$ cat src/rtl/bgt_pkg.sv
// Package for the barrier group table: sizes, operation codes, command and
// queue types shared by the front end, the command queue and the back end.
// No dependencies.
package bgt_pkg;

   // Table sizes
   localparam int GROUP_SLOTS  = 16;
   localparam int MEMBER_SLOTS = 16;
   localparam int KEY_BYTES    = 8;
   localparam int MIN_MEMBERS  = 2;
   localparam int QUEUE_DEPTH  = 2;

   // Field widths
   localparam int OP_W     = 2;
   localparam int KEY_W    = 64;
   localparam int COUNT_W  = 5;
   localparam int SLOT_W   = 4;
   localparam int MEMBER_W = 4;
   localparam int GIU_W    = 5;
   localparam int QPTR_W   = 1;
   localparam int QCNT_W   = 2;

   localparam logic [KEY_W-1:0]   KEY_MASK       = {KEY_W{1'b1}} >> (KEY_W - 8 * KEY_BYTES);
   localparam logic [COUNT_W-1:0] MIN_MEMBERS_C  = COUNT_W'(MIN_MEMBERS);
   localparam logic [COUNT_W-1:0] MEMBER_SLOTS_C = COUNT_W'(MEMBER_SLOTS);
   localparam logic [GIU_W-1:0]   GROUP_SLOTS_C  = GIU_W'(GROUP_SLOTS);
   localparam logic [QCNT_W-1:0]  QUEUE_DEPTH_C  = QCNT_W'(QUEUE_DEPTH);

   // Operation codes on the request channel
   localparam logic [OP_W-1:0] OP_BEGIN  = 2'd0;
   localparam logic [OP_W-1:0] OP_ARRIVE = 2'd1;
   localparam logic [OP_W-1:0] OP_CHECK  = 2'd2;

   // Result status codes
   localparam logic STATUS_OK  = 1'b0;
   localparam logic STATUS_REJ = 1'b1;

   typedef enum logic [1:0] {
      CMD_BEGIN,
      CMD_ARRIVE,
      CMD_CHECK,
      CMD_REJECT
   } cmd_kind_type;

   typedef struct packed {
      cmd_kind_type          kind;
      logic [KEY_W-1:0]      key;
      logic [COUNT_W-1:0]    count;
      logic [SLOT_W-1:0]     group_slot;
      logic [MEMBER_W-1:0]   member_slot;
   } cmd_type;

   typedef struct packed {
      logic full;
      logic empty;
   } q_status_type;

   typedef enum logic [1:0] {
      BK_IDLE,
      BK_SEARCH,
      BK_EXEC
   } back_state_type;

endpackage

$ cat src/rtl/bgt_front.sv
// Front end of the barrier group table: classifies request items into
// commands and pushes them into the command queue. Depends on bgt_pkg.
module bgt_front
   import bgt_pkg::*;
(
   input  logic                 req_valid,
   output logic                 req_stall,
   input  logic [OP_W-1:0]      req_operation,
   input  logic [KEY_W-1:0]     req_group_key,
   input  logic [COUNT_W-1:0]   req_headcount,
   input  logic [SLOT_W-1:0]    req_group_slot,
   input  logic [MEMBER_W-1:0]  req_member_slot,
   input  q_status_type         q_stat,
   output logic                 q_push,
   output cmd_type              q_data
);

   logic count_ok;

   // Hold the request while the queue is full
   assign req_stall = q_stat.full;
   assign q_push    = req_valid & ~q_stat.full;

   assign count_ok = req_headcount inside {[MIN_MEMBERS_C:MEMBER_SLOTS_C]};

   // Classify: bad counts and unused codes become rejects
   always_comb begin
      q_data.key         = req_group_key & KEY_MASK;
      q_data.count       = req_headcount;
      q_data.group_slot  = req_group_slot;
      q_data.member_slot = req_member_slot;
      case (req_operation)
         OP_BEGIN:  q_data.kind = count_ok ? CMD_BEGIN : CMD_REJECT;
         OP_ARRIVE: q_data.kind = CMD_ARRIVE;
         OP_CHECK:  q_data.kind = CMD_CHECK;
         default:   q_data.kind = CMD_REJECT;
      endcase
   end

endmodule

$ cat src/rtl/bgt_queue.sv
// Two-entry command queue between front and back end of the barrier group
// table. Depends on bgt_pkg.
module bgt_queue
   import bgt_pkg::*;
(
   input  logic          clock,
   input  logic          reset,
   input  logic          push,
   input  cmd_type       push_data,
   input  logic          pop,
   output cmd_type       head,
   output q_status_type  stat
);

   cmd_type             mem_ff [QUEUE_DEPTH];
   logic [QPTR_W-1:0]   wr_ptr_ff, wr_ptr_in;
   logic [QPTR_W-1:0]   rd_ptr_ff, rd_ptr_in;
   logic [QCNT_W-1:0]   cnt_ff, cnt_in;
   logic                do_push, do_pop;

   assign stat.full  = (cnt_ff == QUEUE_DEPTH_C);
   assign stat.empty = (cnt_ff == '0);
   assign do_push    = push & ~stat.full;
   assign do_pop     = pop & ~stat.empty;
   assign head       = mem_ff[rd_ptr_ff];

   // Advance pointers and fill count
   always_comb begin
      wr_ptr_in = do_push ? wr_ptr_ff + 1'b1 : wr_ptr_ff;
      rd_ptr_in = do_pop  ? rd_ptr_ff + 1'b1 : rd_ptr_ff;
      cnt_in    = cnt_ff;
      if (do_push && !do_pop) begin
         cnt_in = cnt_ff + 1'b1;
      end else if (do_pop && !do_push) begin
         cnt_in = cnt_ff - 1'b1;
      end
   end

   always_ff @(posedge clock) begin
      if (reset) begin
         wr_ptr_ff <= '0;
         rd_ptr_ff <= '0;
         cnt_ff    <= '0;
      end else begin
         wr_ptr_ff <= wr_ptr_in;
         rd_ptr_ff <= rd_ptr_in;
         cnt_ff    <= cnt_in;
      end
   end

   // Store the pushed command
   always_ff @(posedge clock) begin
      if (do_push) begin
         mem_ff[wr_ptr_ff] <= push_data;
      end
   end

endmodule

$ cat src/rtl/bgt_back.sv
// Back end of the barrier group table: holds the group table, searches keys
// one slot per cycle for begin unless a held result is stalled, updates arrivals
// and fire latches, drives the registered result channel. Depends on bgt_pkg.
module bgt_back
   import bgt_pkg::*;
(
   input  logic                clock,
   input  logic                reset,
   input  cmd_type             q_head,
   input  q_status_type        q_stat,
   output logic                q_pop,
   output logic                rsp_valid,
   input  logic                rsp_stall,
   output logic                rsp_status,
   output logic [SLOT_W-1:0]   rsp_assigned_slot,
   output logic                rsp_fire
);

   back_state_type       state_ff, state_in;
   cmd_type              cur_ff;
   logic [GIU_W-1:0]     idx_ff;
   logic [GIU_W-1:0]     giu_ff;
   logic [GROUP_SLOTS-1:0] armed_ff;

   logic [KEY_W-1:0]        key_mem   [GROUP_SLOTS];
   logic [COUNT_W-1:0]      exp_ff    [GROUP_SLOTS];
   logic [COUNT_W-1:0]      tot_ff    [GROUP_SLOTS];
   logic [MEMBER_SLOTS-1:0] bits_ff   [GROUP_SLOTS];
   logic [GROUP_SLOTS-1:0]  fired_ff;

   logic                rsp_valid_ff;
   logic                rsp_status_ff;
   logic [SLOT_W-1:0]   rsp_slot_ff;
   logic                rsp_fire_ff;

   logic                out_free;
   logic                done;
   logic                res_status;
   logic [SLOT_W-1:0]   res_slot;
   logic                res_fire;
   logic                arm_en;
   logic [SLOT_W-1:0]   arm_slot;
   logic                alloc;
   logic                mark_en;
   logic                fire_set;
   logic                idx_adv;
   logic                slot_ok;
   logic [SLOT_W-1:0]   gs;
   logic [MEMBER_W-1:0] ms;

   assign out_free = ~rsp_valid_ff | ~rsp_stall;
   assign gs       = cur_ff.group_slot;
   assign ms       = cur_ff.member_slot;
   assign slot_ok  = ({1'b0, gs} < giu_ff) & armed_ff[gs];

   // Next state
   always_comb begin
      state_in = state_ff;
      case (state_ff)
         BK_IDLE: begin
            if (!q_stat.empty) begin
               state_in = (q_head.kind == CMD_BEGIN) ? BK_SEARCH : BK_EXEC;
            end
         end
         BK_SEARCH, BK_EXEC: begin
            if (done) begin
               state_in = BK_IDLE;
            end
         end
         default: state_in = BK_IDLE;
      endcase
   end

   // Per-state control and result
   always_comb begin
      q_pop      = 1'b0;
      done       = 1'b0;
      res_status = STATUS_REJ;
      res_slot   = '0;
      res_fire   = 1'b0;
      arm_en     = 1'b0;
      arm_slot   = gs;
      alloc      = 1'b0;
      mark_en    = 1'b0;
      fire_set   = 1'b0;
      idx_adv    = 1'b0;
      case (state_ff)
         BK_IDLE: begin
            q_pop = ~q_stat.empty;
         end
         BK_SEARCH: begin
            if (out_free) begin
               if (idx_ff == giu_ff) begin
                  // no match among groups in use: allocate or reject
                  done = 1'b1;
                  if (giu_ff < GROUP_SLOTS_C) begin
                     alloc      = 1'b1;
                     arm_en     = 1'b1;
                     arm_slot   = giu_ff[SLOT_W-1:0];
                     res_status = STATUS_OK;
                     res_slot   = giu_ff[SLOT_W-1:0];
                  end
               end else if (key_mem[idx_ff[SLOT_W-1:0]] == cur_ff.key) begin
                  done       = 1'b1;
                  arm_en     = 1'b1;
                  arm_slot   = idx_ff[SLOT_W-1:0];
                  res_status = STATUS_OK;
                  res_slot   = idx_ff[SLOT_W-1:0];
               end else begin
                  idx_adv = 1'b1;
               end
            end
         end
         BK_EXEC: begin
            if (out_free) begin
               done = 1'b1;
               case (cur_ff.kind)
                  CMD_ARRIVE: begin
                     if (slot_ok && ({1'b0, ms} < exp_ff[gs]) && !bits_ff[gs][ms]) begin
                        mark_en    = 1'b1;
                        res_status = STATUS_OK;
                     end
                  end
                  CMD_CHECK: begin
                     if (slot_ok) begin
                        res_status = STATUS_OK;
                        if (!fired_ff[gs] && (tot_ff[gs] >= exp_ff[gs])) begin
                           fire_set = 1'b1;
                           res_fire = 1'b1;
                        end
                     end
                  end
                  default: res_status = STATUS_REJ;
               endcase
            end
         end
         default: q_pop = 1'b0;
      endcase
   end

   // Control registers
   always_ff @(posedge clock) begin
      if (reset) begin
         state_ff     <= BK_IDLE;
         giu_ff       <= '0;
         armed_ff     <= '0;
         rsp_valid_ff <= 1'b0;
      end else begin
         state_ff <= state_in;
         if (alloc) begin
            giu_ff <= giu_ff + 1'b1;
         end
         if (arm_en) begin
            armed_ff[arm_slot] <= 1'b1;
         end
         if (done) begin
            rsp_valid_ff <= 1'b1;
         end else if (!rsp_stall) begin
            rsp_valid_ff <= 1'b0;
         end
      end
   end

   // Current command, search index and result payload
   always_ff @(posedge clock) begin
      if (q_pop) begin
         cur_ff <= q_head;
         idx_ff <= '0;
      end else if (idx_adv) begin
         idx_ff <= idx_ff + 1'b1;
      end
      if (done) begin
         rsp_status_ff <= res_status;
         rsp_slot_ff   <= res_slot;
         rsp_fire_ff   <= res_fire;
      end
   end

   // Group table updates
   always_ff @(posedge clock) begin
      if (alloc) begin
         key_mem[giu_ff[SLOT_W-1:0]] <= cur_ff.key;
      end
      if (arm_en) begin
         exp_ff[arm_slot]   <= cur_ff.count;
         tot_ff[arm_slot]   <= '0;
         bits_ff[arm_slot]  <= '0;
         fired_ff[arm_slot] <= 1'b0;
      end
      if (mark_en) begin
         bits_ff[gs][ms] <= 1'b1;
         tot_ff[gs]      <= tot_ff[gs] + 1'b1;
      end
      if (fire_set) begin
         fired_ff[gs] <= 1'b1;
      end
   end

   assign rsp_valid         = rsp_valid_ff;
   assign rsp_status        = rsp_status_ff;
   assign rsp_assigned_slot = rsp_slot_ff;
   assign rsp_fire          = rsp_fire_ff;

endmodule

$ cat src/rtl/barrier_group_table.sv
// Top level of the barrier group table: front end, command queue and back end.
// Depends on bgt_pkg, bgt_front, bgt_queue and bgt_back.
//
//   channel  direction  handshake            payload
//   req      in         req_valid/req_stall  operation, group_key, headcount,
//                                            group_slot, member_slot
//   rsp      out        rsp_valid/rsp_stall  status, assigned_slot, fire
//
// Arrive, check and rejected items are popped from the queue in the idle
// state, then update the table and load the result register once it is free.
// Begin walks the key store one slot per cycle while no stalled result is
// held, up to the matching key or, for a new key, past the groups in use.
// Reset is synchronous and empties the table at once; no clearing pass.
// A stalled result holds the back end; the two-entry queue accepts until full.
module barrier_group_table
   import bgt_pkg::*;
(
   input  logic                 clock,
   input  logic                 reset,
   input  logic                 req_valid,
   output logic                 req_stall,
   input  logic [OP_W-1:0]      req_operation,
   input  logic [KEY_W-1:0]     req_group_key,
   input  logic [COUNT_W-1:0]   req_headcount,
   input  logic [SLOT_W-1:0]    req_group_slot,
   input  logic [MEMBER_W-1:0]  req_member_slot,
   output logic                 rsp_valid,
   input  logic                 rsp_stall,
   output logic                 rsp_status,
   output logic [SLOT_W-1:0]    rsp_assigned_slot,
   output logic                 rsp_fire
);

   q_status_type q_stat;
   logic         q_push;
   logic         q_pop;
   cmd_type      q_data;
   cmd_type      q_head;

   // Classify and enqueue
   bgt_front u_front (
      .req_valid        (req_valid),
      .req_stall        (req_stall),
      .req_operation    (req_operation),
      .req_group_key    (req_group_key),
      .req_headcount    (req_headcount),
      .req_group_slot   (req_group_slot),
      .req_member_slot  (req_member_slot),
      .q_stat           (q_stat),
      .q_push           (q_push),
      .q_data           (q_data)
   );

   // Decouple front and back
   bgt_queue u_queue (
      .clock     (clock),
      .reset     (reset),
      .push      (q_push),
      .push_data (q_data),
      .pop       (q_pop),
      .head      (q_head),
      .stat      (q_stat)
   );

   // Execute against the group table
   bgt_back u_back (
      .clock             (clock),
      .reset             (reset),
      .q_head            (q_head),
      .q_stat            (q_stat),
      .q_pop             (q_pop),
      .rsp_valid         (rsp_valid),
      .rsp_stall         (rsp_stall),
      .rsp_status        (rsp_status),
      .rsp_assigned_slot (rsp_assigned_slot),
      .rsp_fire          (rsp_fire)
   );

endmodule

$ cat config.mk
export PLATFORM = sky130hd
export DESIGN_NAME = barrier_group_table
export DESIGN_NICKNAME = d
export VERILOG_FILES = /design/src/rtl/bgt_pkg.sv /design/src/rtl/bgt_front.sv /design/src/rtl/bgt_queue.sv /design/src/rtl/bgt_back.sv /design/src/rtl/barrier_group_table.sv
export SDC_FILE = /design/constraint.sdc
export NUM_CORES = 2
export LEC_CHECK = 0
export ABC_AREA = 1
export BUFFER_PORTS_ARGS = -buffer_cell sky130_fd_sc_hd__buf_2
export CAP_MARGIN = 20
export CORE_MARGIN = 3
export CORE_UTILIZATION = 25
export CTS_BUF_LIST = sky130_fd_sc_hd__clkbuf_16
export CTS_CLUSTER_SIZE = 12
export DETAILED_ROUTE_END_ITERATION = 8
export PLACE_DENSITY = 0.37
export SYNTH_ARGS = -nofsm -noshare
export SYNTH_HDL_FRONTEND = slang
export SYNTH_HIERARCHICAL = 1
export SYNTH_SLANG_ARGS = --single-unit
$ cat constraint.sdc
create_clock -name clock -period 7.5 [get_ports clock]
set_clock_uncertainty 0.2 [all_clocks]
set_input_delay 0.75 -clock clock [delete_from_list [all_inputs] [get_ports clock]]
set_output_delay 0.75 -clock clock [all_outputs]
set_load 0.1 [all_outputs]
==> results by group <==
Setup path
  • Max stage delay cell, worst path: dfxtp_4
  • Critical path cell sequence: buf_4 -> nand2_1 -> nand2_1 -> nand2_1 -> nand3_1 -> nand3_1 -> nand3_1 -> nand2_1 -> nor2_1 -> nand2_1 -> nor2_1 -> nand2_1 -> nor2_2 -> nand2_2 -> nand2_2 -> nand3_4 -> nand2_1 -> nand3_2 -> nand2_4 -> nand2_4 -> inv_2 -> nand2_1 -> nor2_1
  • CP startpoint kind: flip-flop
  • Crit-path max FO: 72
  • FF-to-FF path depth: 23
  • Crit end category: flip-flop
  • Crit Path Category: flip-flop to flip-flop
  • FF-to-FF setup slack: 1500 ps
  • RR Endpoint: u_back/tot_ff[0][3]
  • Arr. time, crit path: 6290 ps
  • Critical Path RT: 7790 ps
  • Max incr delay on CP: 860 ps
  • Cell mode on critical path: nand2_1
  • Critical path endpoint: u_back/tot_ff[0][3]

CTS
  • Root buffer cell: clkbuf_16
  • Clock Pin Slew Worst Setup and Hold Paths: 60 ps
  • Post_cts resized: 0
  • Htree depth: 4
  • Clock sink total: 1741
  • Later-pin clock latency in the skew report: 860 ps
  • CTS tree: built
  • Clock buffer depth: 4
  • TritonCTS buffer count: 203

Drt
  • Drt via density: 4.44
  • DRC viols: 0
  • Post-route ant nets: 0
  • Routed via count: 46862
  • WL per Instance: 21.1 microns
  • WL final: 222000 microns
  • Drt pass-1 iters: 6
  • Iter 0 DRT Violations: 3454

Cells and area
  • Final design utilization: 28.9%
  • Final-layout fill cell count: 30109
  • Layout area overhead: 15.1%
  • Final #Nets: 6597
  • Layout cells sized above 1: 9.19%

Pwr
  • Combinational group share of total power: 19.7%
  • Power Density: 333 nW/um^2
  • Clock power frac: 32.4%
  • Leakage power: 29.5 nW
  • Int Power: 18.9 mW
  • Total power: 28.1 mW
  • Sequential share of power: 47.9%
  • Sw Share: 32.7%
  • Worst vdd ir: 240 uV
  • Sw Pwr: 9.19 mW

Outcome
  • Status: completed

Logic synthesis
  • Number of flops mapped to enable cells by yosys: 1683
  • Synth cell count leaders: edfxtp_1 (1683), nand2_1 (1515), nor2_1 (880)
  • Cells after synthesis: 6446
  • Synth top area cells: edfxtp_1 (69%), nand2_1 (7.8%), nor2_1 (4.5%), nand3_1 (4.2%), o21ai_0 (2.4%)
  • XOR/XNOR Fraction of Synth Area: 0.0597%
  • Post-Syn Area per Cell: 11.4 sq um
  • Main combinational cell family by area after synthesis: simple AND/OR/NAND/NOR gates
  • Synth Area in Compound Gates: 5.10%
  • Post-Syn Area: 73400 sq um
  • Post-synthesis sequential area ratio: 70.5%
  • Simple-Gate Fraction of Synth Area: 17.3%
  • Yosys reg bits: 1741
  • Post-synthesis mux area share: 1.26%
  • Post-synth top area share: 68.9%
  • Cell taking the most area after synthesis: edfxtp_1
  • Top FF cell, synth: edfxtp_1
  • Mapped Nets: 6552
  • Async SR Flop Fraction: 0%
  • Yosys warning total: 6
  • Synth cell types: 44
  • Adder and majority gate portion of the synthesized area: 0.392%
  • Most frequent cell after synthesis: edfxtp_1

Timing
  • Final Slew Violations: 0
  • Setup TNS: 0 ps
  • RSZ-0062 raised after global routing: false
  • Hold Worst Slack: 102 ps
  • Tcrit/Tclk final: 80.0%
  • Worst slew margin: 31.3%
  • Final setup margin: 1500 ps
  • Worst-Margin Slew: 1030 ps
  • Fmax: 167 MHz
  • # setup viols final: 0
  • Final hold vios: 0
  • Minimum clock period after layout: 6000 ps

GRT
  • Grt total ovfl: 0
  • Largest net degree at the start of global routing: 173
  • Met2 usage: 22.8%
  • Vias in the first global route: 46404
  • Grt met3 use: 1.86%
  • GR met1 Demand/Resource: 21.0%
  • Initial antenna violation count: 9
  • Layer with the highest usage: met2
  • Overall routing resource usage: 14.5%
  • First-pass GRT wire length: 325000 microns

Placement
  • Port buffer count: 90
  • Place WS: 1490 ps
  • GPL Wtd Cong: 0.741
  • Hpwl dp: 116000 microns

Floorplan
  • Total I/O pin count: 91
  • Die X-Extent: 548 microns
  • Die Y: 548 microns
  • FP Rows: 198
  • Initial Util: 25.2%
  • Area of the die: 300000 sq um
  • Core Area: 292000 sq um

Min path
  • Worst hold path type: primary input to flip-flop

Job
  • MaxCap Viol Count: 0
-- routing by layer --
layer  vias to the layer above  part of all wire (%)
li1                      22200                     -
met1                     23469                    49
met2                       891                    45
met3                       300                   4.2
met4                         2                   2.2
met5                         -                0.0076
-- final cells by class --
type                    count  area (sq um)  area share, %
flip-flops and latches   1741         51700           61.3
multi-input cells        3845         17800           21.1
clock buffers             206          5150           6.11
well taps                3900          4880           5.78
repair buffers            262          2270           2.69
inverters                 438          1690           2.00
clock inverters           158           850           1.01
diodes                      5          12.5         0.0148
-- how the worst min path moves through the flow --
stage / start / to / cells past startpoint
2_1_floorplan: u_back/fired_ff[10] / u_back/fired_ff[10] / 2
3_3_place_gp: u_back/fired_ff[8] / u_back/fired_ff[8] / 2
3_5_place_dp: u_back/fired_ff[9] / u_back/fired_ff[9] / 2
4_1_cts: req_operation[0] / u_queue/mem_ff[1][77] / 3
5_1_grt: req_operation[0] / u_queue/mem_ff[1][77] / 3
6_report: req_operation[0] / u_queue/mem_ff[1][77] / 3
-- power by group through the flow --
stage               Combinational [mW]  Sequential, mW  Clock, mW
floorplan                         3.49            13.2          0
global placement                  5.60            13.7          0
detailed placement                5.60            13.7          0
CTS                               5.65            13.5       9.44
global route                      6.17            13.7       9.82
finish                            5.54            13.5       9.10
-- logic make-up after synthesis --
| logic type | after synthesis |
|---|---|
| muxes | 79 |
| xor gates and xnor gates | 5 |
| AOI/OAI and AO/OA | 637 |
| adders and majority gates | 23 |
| and+or+nand+nor | 3101 |
| buffers and inverters | 860 |
| DFF | 1741 |
-- worst max-delay path, delay by kind of cell (launching register included) --
family                 cells  cell delay, ps
buffers and inverters      2             980
AND/OR/NAND/NOR           21            3420
flip-flops                 1             860
-- registers in the layout (all words and copies together) (netlist names), named ones only --
signal,flops
u_back/armed_ff,16
u_queue/mem_ff,158
u_back/giu_ff,5
u_back/rsp_status,1
u_queue/rd_ptr_ff,1
u_back/fired_ff,16
u_back/bits_ff,256
u_back/key_mem,1024
u_queue/cnt_ff,2
u_back/cur_ff,71
u_back/state_ff,2
u_back/ms,4
u_back/rsp_assigned_slot,4
u_queue/wr_ptr_ff,1
u_back/tot_ff,80
u_back/exp_ff,80
u_back/idx_ff,5
u_back/rsp_valid,1
u_back/rsp_fire,1
u_back/gs,4
-- cell usage in the layout, fill, tap and decap left out, drive strengths merged, types with 3 or more instances in the layout --
master | netlist | final
nand2 | 1540 | 1540
nand3 | 616 | 616
clkinv | 2 | 91
a21oi | 48 | 48
o31ai | 10 | 10
diode | 0 | 5
edfxtp | 1683 | 1683
inv | 436 | 495
clkinvlp | 0 | 4
ha | 23 | 23
or2 | 13 | 13
bufinv | 0 | 6
xor2 | 4 | 4
nor2 | 899 | 899
a22oi | 8 | 8
buf | 278 | 184
a211oi | 3 | 3
nor3 | 20 | 20
o221ai | 48 | 48
mux2 | 79 | 79
clkbuf | 144 | 206
nand4 | 7 | 7
o211ai | 110 | 110
o21ai | 380 | 380
dlygate4sd3 | 0 | 78
dfxtp | 58 | 58
o21bai | 4 | 4
o22ai | 25 | 25
-- repair_timing --
action,4_1_cts,5_1_grt
hold buffers,78,0
hold endpoints to repair,156,0
setup buffers,0,0
-- stage by stage --
step | cell area (sq um) | cells
6_report | 84400 | 10555
3_5_place_dp | 77600 | 10107
4_1_cts | 84400 | 10549
2_1_floorplan | 73400 | 6446
3_3_place_gp | 77600 | 10106
5_1_grt | 84400 | 10553
Note: power is estimated with default switching activity, not from simulation.
